**config.mk**
```make
export PLATFORM = sky130hd
export DESIGN_NAME = asc_back
export DESIGN_NICKNAME = d
export VERILOG_FILES = /design/src/rtl/asc_pkg.sv /design/src/rtl/asc_back.sv
export SDC_FILE = /design/constraint.sdc
export NUM_CORES = 1
export LEC_CHECK = 0
export BUFFER_PORTS_ARGS = -buffer_cell sky130_fd_sc_hd__buf_4
export CAP_MARGIN = 40
export CORE_MARGIN = 2
export CORE_UTILIZATION = 48
export CTS_CLUSTER_DIAMETER = 40
export DETAILED_ROUTE_END_ITERATION = 7
export PLACE_DENSITY_LB_ADDON = 0.1
export SETUP_SLACK_MARGIN = 0.02
export SLEW_MARGIN = 0
export SYNTH_ARGS = -nofsm -noshare
export SYNTH_HDL_FRONTEND = slang
export SYNTH_SLANG_ARGS = --single-unit
```
**constraint.sdc**
```tcl
create_clock -name clock -period 7 [get_ports clock]
set_input_delay 0 -clock clock [delete_from_list [all_inputs] [get_ports clock]]
set_output_delay 0 -clock clock [all_outputs]
set_load 0.1 [all_outputs]
```
**src/rtl/asc_pkg.sv**
```systemverilog
// asc_pkg: operation codes, field widths, register map and the tag carried down the cell chain.
// No dependencies; every other file in rtl/ imports this package.
package asc_pkg;

   typedef enum logic [1:0] {
      OP_CMD_TO_SYS = 2'd0,
      OP_SYS_TO_CMD = 2'd1,
      OP_DISTANCE   = 2'd2
   } op_type;

   localparam int TYPE_W     = 2;
   localparam int CMD_W      = 16;
   localparam int SYS_W      = 20;
   localparam int DIST_W     = 21;
   localparam int CSR_DATA_W = 32;
   localparam int CSR_ADDR_W = 3;
   localparam int MOD_W      = 16;

   // one turn and half a turn in 1/128 degree
   localparam logic [MOD_W-1:0] CMD_TURN = 16'd46080;
   localparam logic [MOD_W-1:0] CMD_HALF = 16'd23040;

   localparam logic [SYS_W-1:0] FULL_TURN_RESET  = 20'd524287;
   localparam logic [SYS_W-1:0] SCALE_CORR_RESET = 20'd0;

   // register select, taken from byte address bit 2
   localparam logic REG_FULL_TURN  = 1'b0;
   localparam logic REG_SCALE_CORR = 1'b1;

   typedef struct packed {
      op_type                   op;
      logic signed [DIST_W-1:0] span;
   } tag_type;

endpackage

```
**src/rtl/asc_back.sv**
```systemverilog
// asc_back: final stage. Adds the correction, maps the reduced quotient to a signed angle,
// selects the fields by operation and holds the result item. Depends on asc_pkg.
module asc_back import asc_pkg::*; #(
   parameter int ANGLE_BITS = 20,
   localparam int VW = (ANGLE_BITS < SYS_W) ? ANGLE_BITS : SYS_W
) (
   input  logic                     clock,
   input  logic                     reset,
   input  logic                     src_valid,
   output logic                     src_ready,
   input  logic [VW-1:0]            src_q,
   input  logic [MOD_W-1:0]         src_m,
   input  tag_type                  src_tag,
   input  logic [SYS_W-1:0]         full_turn,
   input  logic [SYS_W-1:0]         scale_corr,
   input  logic                     dst_ready,
   output logic                     dst_valid,
   output logic [SYS_W-1:0]         sys_result,
   output logic signed [CMD_W-1:0]  cmd_result,
   output logic signed [DIST_W-1:0] distance
);

   logic [VW-1:0]    ft_m, corr_m;
   logic [VW:0]      sum, sum_fix;
   logic [CMD_W-1:0] cmd_map;

   logic              valid_ff, valid_in;
   logic [SYS_W-1:0]  sys_ff, sys_in;
   logic [CMD_W-1:0]  cmd_ff, cmd_in;
   logic [DIST_W-1:0] dist_ff, dist_in;

   assign ft_m   = full_turn[VW-1:0];
   assign corr_m = scale_corr[VW-1:0];

   // reduced only when strictly above a full turn
   assign sum     = {1'b0, src_q} + {1'b0, corr_m};
   assign sum_fix = (sum > {1'b0, ft_m}) ? (sum - {1'b0, ft_m}) : sum;

   assign cmd_map = (src_m >= CMD_HALF) ? (src_m - CMD_TURN) : src_m;

   always_comb begin
      sys_in  = '0;
      cmd_in  = '0;
      dist_in = '0;
      case (src_tag.op)
         OP_CMD_TO_SYS: sys_in  = SYS_W'(sum_fix[VW-1:0]);
         OP_SYS_TO_CMD: cmd_in  = (ft_m == '0) ? '0 : cmd_map;
         OP_DISTANCE:   dist_in = src_tag.span;
         default: begin
            sys_in  = '0;
            cmd_in  = '0;
            dist_in = '0;
         end
      endcase
   end

   assign valid_in  = src_valid;
   assign src_ready = !valid_ff || dst_ready;

   always_ff @(posedge clock) begin
      if (reset) begin
         valid_ff <= 1'b0;
      end else if (src_ready) begin
         valid_ff <= valid_in;
      end
   end

   always_ff @(posedge clock) begin
      if (src_ready && src_valid) begin
         sys_ff  <= sys_in;
         cmd_ff  <= cmd_in;
         dist_ff <= dist_in;
      end
   end

   assign dst_valid  = valid_ff;
   assign sys_result = sys_ff;
   assign cmd_result = $signed(cmd_ff);
   assign distance   = $signed(dist_ff);

endmodule

```
==> metrics.txt <==
minimum clock period after layout 4.31 ns; DRC Markers 0; crit start category input port; Synthesized Nets roughly 600; Max Transition Viols Final 0; Ports ~160; clk buf depth 2; Num CTS Buffers 9; via/cell ratio 5.33; Slew headroom a little over half; drt first pass iters 4; Nets approximately 810; RSZ-0062 raised after global routing no; final worst-path setup slack around 2.7 ns; H-Tree Depth 3; initial antenna violation count 0; Core ar. roughly 9000 sq um; compound-cell area share of the yosys netlist a little under a fifth; setup tns final 0 ns; VDD IR max roughly 110 uV; Die H between 100 and 150 um; Cell variety after synth 63; post-synth top area share between 30% and 40%; pin count of the biggest net entering global routing 58; Port Buffers between 150 and 200; Area after DPL a little under 6000 sq um; number of synthesized flops with an enable pin 57; post-DP HPWL approximately 9000 um; dpl cells about 730; Simple-Gate Fraction of Synth Area a little under a fifth; clk sinks 58; Pwr per Cell Area about 240 nW/um^2; FF+latch count, synth 58; vias in the first global route 4018; total grt overflow 0; post-synth top area cell edfxtp_1; share of post-route cells with drive strength above 1 29.6%; post-synthesis mux area share 2.01%; area grow syn2layout 41.3%; # rows 35; routability cong. ~0.86; Tot GR Track Use 23.0%; Crit path required time slightly above 7 ns; Clock transition at path regs roughly 0.060 ns; Hold Crit Depth 2; DIE WIDTH 101 um; f_max around 230 MHz; Main synth FF type edfxtp_1; Setup WS pre-CTS 2.41 ns; Antenna diodes 0; outcome completed; Worst Hold Class input port to flop; Max FO, Critical Path 24; initial core utilization around 49%; post_cts resized 0; XOR/XNOR Fraction of Synth Area between 6 and 7%; Synth warnings 0; top cells by area, synth edfxtp_1 38%, ha_1 12%, and2_1 4.7%; Layout Cells excl Fill approximately 800; clk_lat worst skew about 0.32 ns; max_cap viols 0; Mapped Cells between 400 and 500; Starting DRT DRC Count 109; Root Driver clkbuf_8; fillers slightly below 700; global-route wire length before repair around 19000 um; total count of hold-check failures in the final report 0; synthesized cell area about 4500 sq um; Setup CP Type input port to flop; CP arrival between 4 and 5 ns; largest family of logic cells by synthesized area compound AO/OA/AOI/OAI gates; worst reg2reg path depth 3; Final Cycle Share approximately 60%; register area share after synthesis 38.1%; Routed Antenna Nets 0; DR WL/cell 15.4 um; synthesized area per cell 9.83 sq um; Final setup viols 0; asr flop ratio synth 0%; total power ~0.0015 W; routed vias a little over 4000; final wirelength approximately 12000 um; CTS tree built; Pleak 2.93 nW; Synth Area in Adders about 13%; Crit. End Element flop; worst-margin pin slew slightly below 0.7 ns; die area 10300 sq um; skew final between 0.006 and 0.007 ns; Design Area, Final between 6000 and 7000 sq um
final timing paths:
check             slack [ns]              to      start
setup / recovery        2.69  sys_result[14]   src_q[0]
hold / removal          0.04  cmd_result[15]  src_m[14]
setup reg to reg        5.52  cmd_result[11]  dst_valid
hold reg to reg         1.07       dst_valid  dst_valid
cells by family (layout without fill, tap and decap cells):
family          count (synthesis)  in the layout
compound gates                121            121
xor+xnor                       31             31
flops                          58             58
fa+ha+maj                      45             45
mux                             9              9
buf+inv                        41            245
simple gates                  157            157
worst max-delay path, stage by stage:
cell	delay, ns
buf_4	0.11
ha_1	0.23
fa_1	0.44
a211oi_2	0.20
nor2_1	0.12
o311ai_2	0.35
or2b_1	0.26
a21oi_1	0.18
xnor2_1	0.17
ha_1	0.33
a21oi_1	0.30
nand3_1	0.13
nand4bb_1	0.24
a41oi_2	0.30
a21oi_1	0.12
or2_1	0.28
buf_8	0.18
or3b_1	0.37
a21oi_1	0.15
cell type report:
class                           instances  area [sq um]  area share, %
Multi-Input combinational cell        363          2640           41.2
Sequential cell                        58          1730           27.0
Timing Repair Buffer                  198          1580           24.6
Tap cell                              111           139           2.16
Clock buffer                           10           128           1.99
Inverter                               31           116           1.81
Clock inverter                          6          81.3           1.27
power by group:
part | switching, W | total, W | leakage, nW | internal [W]
Combinational | 0.000494 | 0.000770 | 2.25 | 0.000277
Sequential | 0.00000877 | 0.000427 | 0.577 | 0.000419
Clock | 0.000121 | 0.000319 | 0.104 | 0.000198
Total | 0.000623 | 0.00152 | 2.93 | 0.000893
state kept, by name (all words and copies together) (netlist names):
name	count
cmd_result	16
sys_result	20
dst_valid	1
distance	21
synth_stat cells, types with 6 or more instances:
master	n
nor3_1	9
and2_1	34
a31oi_1	6
nand3_1	10
nand2_1	23
a21o_1	18
a211oi_1	6
clkbuf_1	6
nor2b_1	6
ha_1	43
xnor2_1	19
inv_1	31
o21ai_0	16
edfxtp_1	57
o21a_1	6
mux2i_1	8
nor4_1	6
xor2_1	10
nor2_1	40
a21oi_1	36
through the flow:
stage / hold slack [ns] / utilization [%]
final: 0.0379 / 69.8
after global routing: 0.0479 / 69.8
after CTS: 0.00476 / 69.8
after detailed placement: 0.159 / 63.8
after global placement: 0.154 / 63.6
after floorplan: 0.0691 / -
what timing repair did:
action / 4_1_cts / 5_1_grt
setup buffers: 0 / 0
hold buffers: 34 / 0
endpoints found under the hold margin: 33 / 0
per-layer routing:
layer	GRT usage, %	up-vias	routed length (um)
met1	27.6	1870	5020
li1	-	2094	-
met4	8.94	0	366
met2	40.9	152	5830
met5	0	-	0
met3	4.07	22	784
cells in the final DEF (no fill, tap or decap), types with 9 or more instances in the layout:
cell             n
buf_4          163
edfxtp_1        57
ha_1            43
nor2_1          40
a21oi_1         36
dlygate4sd3_1   34
and2_1          33
inv_1           31
nand2_1         23
xnor2_1         19
a21o_1          18
o21ai_0         16
xor2_1          10
nand3_1         10
nor3_1           9
clkbuf_8         9
Power figures use the tool's default switching activity.
