<file path="config.mk">
export PLATFORM = sky130hd
export DESIGN_NAME = asc_front
export DESIGN_NICKNAME = d
export VERILOG_FILES = /design/src/rtl/asc_pkg.sv /design/src/rtl/asc_front.sv
export SDC_FILE = /design/constraint.sdc
export NUM_CORES = 1
export LEC_CHECK = 0
export ABC_AREA = 1
export BUFFER_PORTS_ARGS = -buffer_cell sky130_fd_sc_hd__buf_4
export CORE_MARGIN = 4
export CORE_UTILIZATION = 52
export DETAILED_ROUTE_END_ITERATION = 12
export PLACE_DENSITY_LB_ADDON = 0.12
export SETUP_SLACK_MARGIN = 0.02
export SLEW_MARGIN = 30
export SYNTH_ARGS = -nofsm -noshare
export SYNTH_HDL_FRONTEND = slang
export SYNTH_SLANG_ARGS = --single-unit
</file>
<file path="constraint.sdc">
create_clock -name clock -period 13.1 [get_ports clock]
set_clock_uncertainty 0.15 [all_clocks]
set_input_delay 1.965 -clock clock [delete_from_list [all_inputs] [get_ports clock]]
set_output_delay 1.965 -clock clock [all_outputs]
set_load 0.05 [all_outputs]
</file>
<file path="src/rtl/asc_pkg.sv">
// asc_pkg: operation codes, field widths, register map and the tag carried down the cell chain.
// No dependencies; every other file in rtl/ imports this package.
package asc_pkg;

   typedef enum logic [1:0] {
      OP_CMD_TO_SYS = 2'd0,
      OP_SYS_TO_CMD = 2'd1,
      OP_DISTANCE   = 2'd2
   } op_type;

   localparam int TYPE_W     = 2;
   localparam int CMD_W      = 16;
   localparam int SYS_W      = 20;
   localparam int DIST_W     = 21;
   localparam int CSR_DATA_W = 32;
   localparam int CSR_ADDR_W = 3;
   localparam int MOD_W      = 16;

   // one turn and half a turn in 1/128 degree
   localparam logic [MOD_W-1:0] CMD_TURN = 16'd46080;
   localparam logic [MOD_W-1:0] CMD_HALF = 16'd23040;

   localparam logic [SYS_W-1:0] FULL_TURN_RESET  = 20'd524287;
   localparam logic [SYS_W-1:0] SCALE_CORR_RESET = 20'd0;

   // register select, taken from byte address bit 2
   localparam logic REG_FULL_TURN  = 1'b0;
   localparam logic REG_SCALE_CORR = 1'b1;

   typedef struct packed {
      op_type                   op;
      logic signed [DIST_W-1:0] span;
   } tag_type;

endpackage

</file>
<file path="src/rtl/asc_front.sv">
// asc_front: entry stage. Wraps the command angle, removes the correction, forms the
// dividend with one multiplier and works out the shortest distance. Depends on asc_pkg.
module asc_front import asc_pkg::*; #(
   parameter int ANGLE_BITS = 20,
   localparam int VW = (ANGLE_BITS < SYS_W) ? ANGLE_BITS : SYS_W,
   localparam int MW = (ANGLE_BITS > MOD_W) ? ANGLE_BITS : MOD_W,
   localparam int DW = (VW > MOD_W) ? VW : MOD_W,
   localparam int NW = ANGLE_BITS + MOD_W
) (
   input  logic                    clock,
   input  logic                    reset,
   input  logic                    src_valid,
   output logic                    src_ready,
   input  op_type                  src_op,
   input  logic signed [CMD_W-1:0] src_cmd,
   input  logic [SYS_W-1:0]        src_sys,
   input  logic [SYS_W-1:0]        src_stop,
   input  logic [SYS_W-1:0]        full_turn,
   input  logic [SYS_W-1:0]        scale_corr,
   input  logic                    dst_ready,
   output logic                    dst_valid,
   output logic [NW-1:0]           dst_n,
   output logic [DW-1:0]           dst_d,
   output tag_type                 dst_tag
);

   localparam int SW = VW + 2;

   logic [VW-1:0]         ft_m, corr_m, sys_m, stop_m;
   logic [MOD_W-1:0]      cmd_wrap;
   logic [ANGLE_BITS-1:0] rel;
   logic [MW-1:0]         mul_a;
   logic [DW-1:0]         mul_b;
   logic [MW+DW-1:0]      product;
   logic signed [SW-1:0]  a_s, b_s, ft_s, cw, ccw, cw_abs, ccw_abs, short_way;

   logic          valid_ff, valid_in;
   logic [NW-1:0] n_ff, n_in;
   logic [DW-1:0] d_ff, d_in;
   tag_type       tag_ff, tag_in;

   assign ft_m   = full_turn[VW-1:0];
   assign corr_m = scale_corr[VW-1:0];
   assign sys_m  = src_sys[VW-1:0];
   assign stop_m = src_stop[VW-1:0];

   // negative commands get a full turn added; the sum fits 16 bits
   assign cmd_wrap = src_cmd[CMD_W-1] ? ($unsigned(src_cmd) + CMD_TURN) : $unsigned(src_cmd);

   // correction removed modulo full turn, wrapped to the angle width
   assign rel = (sys_m >= corr_m) ? ANGLE_BITS'(sys_m - corr_m)
                : ANGLE_BITS'(ANGLE_BITS'(ft_m) + ANGLE_BITS'(sys_m) - ANGLE_BITS'(corr_m));

   always_comb begin
      mul_a = '0;
      mul_b = '0;
      d_in  = DW'(1);
      case (src_op)
         OP_CMD_TO_SYS: begin
            mul_a = MW'(cmd_wrap);
            mul_b = DW'(ft_m);
            d_in  = DW'(CMD_TURN);
         end
         OP_SYS_TO_CMD: begin
            mul_a = MW'(rel);
            mul_b = DW'(CMD_TURN);
            d_in  = DW'(ft_m);
         end
         default: begin
            mul_a = '0;
            mul_b = '0;
            d_in  = DW'(1);
         end
      endcase
   end

   assign product = mul_a * mul_b;
   assign n_in    = NW'(product);

   // shortest distance; ties go counterclockwise
   always_comb begin
      a_s  = $signed({2'b00, sys_m});
      b_s  = $signed({2'b00, stop_m});
      ft_s = $signed({2'b00, ft_m});
      if (b_s > a_s) begin
         cw  = b_s - a_s;
         ccw = cw - ft_s;
      end else begin
         ccw = b_s - a_s;
         cw  = ft_s + ccw;
      end
      cw_abs    = cw[SW-1] ? -cw : cw;
      ccw_abs   = ccw[SW-1] ? -ccw : ccw;
      short_way = (cw_abs < ccw_abs) ? cw : ccw;
   end

   assign tag_in.op   = src_op;
   assign tag_in.span = DIST_W'(short_way);
   assign valid_in    = src_valid;

   assign src_ready = !valid_ff || dst_ready;

   always_ff @(posedge clock) begin
      if (reset) begin
         valid_ff <= 1'b0;
      end else if (src_ready) begin
         valid_ff <= valid_in;
      end
   end

   always_ff @(posedge clock) begin
      if (src_ready && src_valid) begin
         n_ff   <= n_in;
         d_ff   <= d_in;
         tag_ff <= tag_in;
      end
   end

   assign dst_valid = valid_ff;
   assign dst_n     = n_ff;
   assign dst_d     = d_ff;
   assign dst_tag   = tag_ff;

endmodule

</file>
==> reports/qor.yml, run 1 <==
synth:
  async_flop_share_pct: 0
  synth_top_area_share_pct: 27.3
  ys_seq_area_share_pct: 9.66
  postSynthAreaPerCell_um2: 7.17
  synth_cell_type_count: 57
  yosysWarnings: 0
  netlist_top_cells_area: "fa_1, nand2_1, inv_1, ha_1, edfxtp_1"
  syn-cell-area_um2: 24800
  synth_top_area_cell: "fa_1"
  synth.most_common_cell: "nand2_1"
  synth_edf_count: 79
  synthFlopType: "edfxtp_1"
  syn_inst: 3451
  netlist_top_cells_count: "nand2_1, inv_1, fa_1, ha_1, nor2_1"
  ys_ff_latch: 80
pwr:
  p_leak_nw: 15.4
  ir_drop_v: 0.000463
  power_mw: 4.76
  power_density_nw_per_um2: 175
floorplanning:
  die_h_um: 226
  dieArea_um2: 51200
  initial_utilization_pct: 52.8
  core_um2: 46900
  io_pins: 183
  dieWidth_um: 226
  placementRows: 79
clock_network:
  cts_buffers: 9
  clk_latency_ns: 0.39
  ctsResizeCount: 0
  clockRootBuffer: "clkbuf_16"
  htree_levels: 3
  cts_buffer_depth: 2
  cts_tree: "yes"
  postCtsSetupBuffers: 0
  path_clk_slew_ns: 0.08
  ctsHoldBuffers: 0
  clock_sinks: 80
grt:
  gr-usage-all-layers_pct: 33.8
  grt_pass1_wl_mm: 132
  grt_util_met2_pct: 57.0
  grt_max_degree: 60
  overflow: 0
  antenna_found_initial: 1
  met3_usage_pct: 4.80
  use_met1_pct: 42.6
  grt_busiest_layer: "met2"
  grt_pass1_vias: 23600
route:
  post_drt_via_cell_ratio: 5.48
  ant_nets: 0
  drc: 0
  first_iter_violations: 2132
  via_count: 23300
  wl_mm: 85.1
  wire_per_inst_um: 20.0
  dr.pass1.iters: 6
placement:
  port_buffers: 182
  hpwl_mm: 72.2
  post_dp_cell_area_um2: 26900
  place_ws_ns: 1.39
  gp_congestion: 1.03
cells_and_area:
  regArea_um2: 2390
  fillers: 4579
  multi_input_area_um2: 19000
  synthToLayoutAreaGrowth_pct: 9.83
  layout-drive-gt1-share_pct: 8.09
  layout.nets: 4331
  design_area_um2: 27200
sta:
  rsz0062_at_grt: "false"
  layout_setup_ws_ns: 1.62
  tns_ns: 0
  relSlewSlack_pct: 29.4
  finalSetupViolations: 0
  tightest_slew_ns: 1.05
  fin_crit_sh_pct: 87.6
  max_freq_ghz: 0.0871
  drv_slew: 0
  period_needed_ns: 11.48
  hold_viol_final: 0
worst_setup_path:
  cp-start-kind: "input port"
  critPathCaptureType: "register"
  slowest_stage: "fa_1"
  cp_data_required_time_ns: 13.10
  max_stage_delay_ns: 0.60
  critPathKind: "input port to register"
  critPathMaxFanout: 11
  crit_arrival_ns: 11.48
worst_hold_path:
  hold_path_class: "register to register"
outcome:
  status: "finished, final reports clean"
flow_run:
  cap_violations: 0
-- critical path, delay by kind of cell --
family / cells / cell delay (ns)
adders and majority gates: 10 / 4.83
xor gates and xnor gates: 1 / 0.21
AOI/OAI and AO/OA: 8 / 2.17
buffers and inverters: 9 / 0.62
and+or+nand+nor: 9 / 1.65
-- worst paths after layout --
kind | startpoint | to | slack, ns | cells past startpoint
setup / recovery | full_turn[5] | dst_n[33] | 1.62 | 37
hold reg to reg | dst_valid | dst_valid | 0.43 | 2
setup reg to reg | dst_valid | dst_d[5] | 11.06 | 2
hold / removal | dst_valid | dst_valid | 0.43 | 2
-- cell usage in the layout (no fill, tap or decap), types with 7 or more instances in the layout --
cell	instances
a31oi_1	7
nand3_1	171
o21ai_0	77
o21ai_2	10
ha_1	250
nor4_1	7
nand4_1	40
buf_4	207
nand3b_1	8
a211oi_1	8
inv_1	839
xnor2_1	39
nor3_1	25
fa_1	338
xor2_1	80
nor2_1	198
a21o_1	12
edfxtp_1	79
clkbuf_16	9
o21bai_1	13
a21oi_1	187
conb_1	55
nor2_4	7
nor2_2	12
o21ai_1	19
nand2_2	20
nand2_1	862
-- logic make-up after synthesis --
| family | synth area share, % |
|---|---|
| AND/OR/NAND/NOR | 23.3 |
| AO/OA/AOI/OAI | 8.28 |
| flip-flops | 9.66 |
| buffers and inverters | 14.6 |
| other | 0.0303 |
| XOR/XNOR | 4.21 |
| adder cells (fa/ha/maj) | 40.0 |
-- where the power goes --
part | switching (mW) | internal [mW] | total [mW] | leakage [nW]
clock | 0.147 | 0.152 | 0.299 | 0.145
sequential | 0.0218 | 0.469 | 0.491 | 0.782
combinational | 2.61 | 1.36 | 3.97 | 14.5
total | 2.78 | 1.98 | 4.76 | 15.4
-- sequential cells by signal, indices dropped and copies added, names as in the netlist --
signal and flops:
dst_n 36, dst_tag 23, dst_d 20, dst_valid 1
-- through the flow --
step	utilization, %	cells	hold WS [ns]
finish	58.0	4254	0.428
global route	58.0	4254	0.462
CTS	58.0	4252	0.425
detailed placement	57.3	4236	0.411
global placement	57.3	4236	0.368
floorplan	-	3504	0.921
-- cell type report --
type / count / share of cell area, %
clock buffer: 9 / 0.828
sequential: 80 / 8.80
multi-input combinational: 2496 / 69.8
timing repair buffer: 208 / 5.77
clock inverter: 7 / 0.304
tap: 607 / 2.79
antenna: 1 / 0.00920
inverter: 846 / 11.7
-- per-layer routing --
layer	vias to the layer above	routed length [um]
met5	-	0
met4	0	4500
met3	223	6680
met2	1106	40600
met1	11100	33300
li1	10800	-
Power figures use the tool's default switching activity.
==> inputs of run 2 (changes only) <==
Settings changed: PLACE_DENSITY from default to 0.72, PLACE_DENSITY_LB_ADDON 0.12 to default.
==> run 2 against run 1 <==
  * Register-to-register slack got worse by 0.24 ns
  * Sequential share of layout area barely moved
  * Cell area fell by 0.29%
  * Critical path depth did not move
  * Non-clock buffer count fell by 5
  * Hold slack got worse by 0.037 ns
  * First-iteration DRC count rose by 5.4%
  * Core utilization fell by 0.17 points
  * Power fell by 2.4%
  * Fmax rose by 2.8%
  * Count of clock-buffer cells in the layout did not move
  * Worst setup slack improved by 0.31 ns
==> reports/qor.yml, run 2 (synthesized netlist as in run 1, its figures left out) <==
worst_setup_path:
  crit_start: "full_turn[2]"  # was full_turn[5]
  critPathKind: "input port to register"  # unchanged
  cp_data_required_time_ns: 13.09  # was 13.10 ns
  critPathMaxFanout: 11  # unchanged
  cp_common_cell: "inv_1"
  slowest_stage: "fa_1"  # unchanged
  cp-start-kind: "input port"  # unchanged
  crit_arrival_ns: 11.16  # was 11.48 ns
  critPathCaptureType: "register"  # unchanged
  max_stage_delay_ns: 0.56  # was 0.60 ns
  r2r-start: "dst_valid"  # unchanged
clock_network:
  cts_tree: "yes"  # unchanged
  path_clk_slew_ns: 0.07  # was 0.08 ns
  cts_buffer_depth: 2  # unchanged
  clk_latency_ns: 0.38  # was 0.39 ns
  ctsHoldBuffers: 0  # unchanged
  htree_levels: 3  # unchanged
  cts_buffers: 9  # unchanged
  postCtsSetupBuffers: 0  # unchanged
  ctsResizeCount: 0  # unchanged
  clock_sinks: 80  # unchanged
  clockRootBuffer: "clkbuf_16"  # unchanged
cells_and_area:
  final_cell_mix: "nand2_1, inv_1, fa_1, ha_1, buf_4"  # unchanged
  regArea_um2: 2390  # unchanged
  fillers: 4598  # was 4579
  post-route-util_pct: 57.9  # was 58.0%
  layout-drive-gt1-share_pct: 7.88  # was 8.09%
  layout.nets: 4326  # was 4331
  final_common_cell: "nand2_1"  # unchanged
  largest_register_ff_count: 36  # unchanged
  multi_input_area_um2: 19000  # about the same
  synthToLayoutAreaGrowth_pct: 9.51  # was 9.83%
  design_area_um2: 27100  # was 27200 um^2
placement:
  post_dp_cell_area_um2: 26800  # was 26900 um^2
  gp_congestion: 0.999  # was 1.03
  port_buffers: 182  # unchanged
  hpwl_mm: 64.4  # was 72.2 mm
sta:
  tns_ns: 0  # unchanged
  relSlewSlack_pct: 33.6  # was 29.4%
  finalSetupViolations: 0  # unchanged
  fin_crit_sh_pct: 85.3  # was 87.6%
  tightest_slew_ns: 0.986  # was 1.05 ns
  period_needed_ns: 11.17  # was 11.48 ns
  hold_viol_final: 0  # unchanged
  drv_slew: 0  # unchanged
  rsz0062_at_grt: "false"  # unchanged
  max_freq_ghz: 0.0895  # was 0.0871 GHz
  fin_hold_ws_ns: 0.391  # was 0.428 ns
pwr:
  p_leak_nw: 15.4  # about the same
  p_clk_share_pct: 5.6  # was 6.3%
  p_seq_share_pct: 10.6  # was 10.3%
  power_density_nw_per_um2: 171  # was 175 nW/um^2
  power_mw: 4.65  # was 4.76 mW
  ir_drop_v: 0.000281  # was 0.000463 V
  power.internal_mw: 1.96  # was 1.98 mW
  p_switching_mw: 2.69  # was 2.78 mW
  p_comb_share_pct: 83.8  # was 83.4%
  switching_share_pct: 57.8  # was 58.3%
grt:
  grt_pass1_vias: 22900  # was 23600
  grt_max_degree: 60  # unchanged
  overflow: 0  # unchanged
  grt_pass1_wl_mm: 121  # was 132 mm
  antenna_found_initial: 1  # unchanged
  gr-usage-all-layers_pct: 30.4  # was 33.8%
floorplanning:
  dieWidth_um: 226  # unchanged
  core_um2: 46900  # unchanged
  placementRows: 79  # unchanged
  initial_utilization_pct: 52.8  # unchanged
  dieArea_um2: 51200  # unchanged
  io_pins: 183  # unchanged
  die_h_um: 226  # unchanged
route:
  post_drt_via_cell_ratio: 5.41  # was 5.48
  drc: 0  # unchanged
  wl_mm: 75.7  # was 85.1 mm
  first_iter_violations: 2247  # was 2132
  dr.pass1.iters: 6  # unchanged
  ant_nets: 0  # unchanged
  via_count: 23000  # was 23300
  wire_per_inst_um: 17.8  # was 20.0 um
flow_run:
  cap_violations: 0  # unchanged
worst_hold_path:
  hold_start: "dst_valid"  # unchanged
  hold_path_class: "register to register"  # unchanged
outcome:
  status: "finished, final reports clean"  # unchanged
-- run 2: final cells by class --
cell class,instances,share of cell area (%)
well taps,607,2.80
clock inverters,7,0.198
flip-flops and latches,80,8.82
diodes,1,0.00923
inverters,846,11.7
clock buffers,9,0.831
repair buffers,203,5.62
multi-input cells,2496,70.0
-- run 2: critical path: cells and delay by family --
family,cells,cell delay [ns]
buf+inv,10,0.62
fa+ha+maj,10,4.70
xor+xnor,1,0.20
simple gates,8,1.49
compound gates,8,2.15
-- run 2: final timing paths --
path	slack (ns)	endpoint	depth (start not counted)
max	1.93	dst_n[33]	37
min	0.39	dst_valid	2
max reg2reg	10.82	dst_n[24]	2
min reg2reg	0.39	dst_valid	2
-- run 2: power by group through the flow --
stage	Clock (mW)	Sequential, mW	Combinational, mW
after global placement	0	0.497	3.79
final	0.260	0.491	3.89
after floorplan	0	0.724	2.60
after CTS	0.269	0.493	3.84
after global routing	0.278	0.497	4.36
after detailed placement	0	0.496	3.81
-- run 2: stage by stage --
stage               setup slack [ns]  instances
finish                          1.93       4249
global route                    1.29       4248
CTS                             1.86       4248
detailed placement              1.46       4232
global placement                1.58       4232
floorplan                       3.10       3504
-- run 2: routing by layer --
metal  vias to the layer above  routed length, um  global-route usage [%]
met1                     10900              30500                    40.3
met2                      1066              34100                    48.7
met3                       231               7000                    5.89
li1                      10800                  -                       -
met4                         2               4100                    13.4
met5                         -                  7                       0
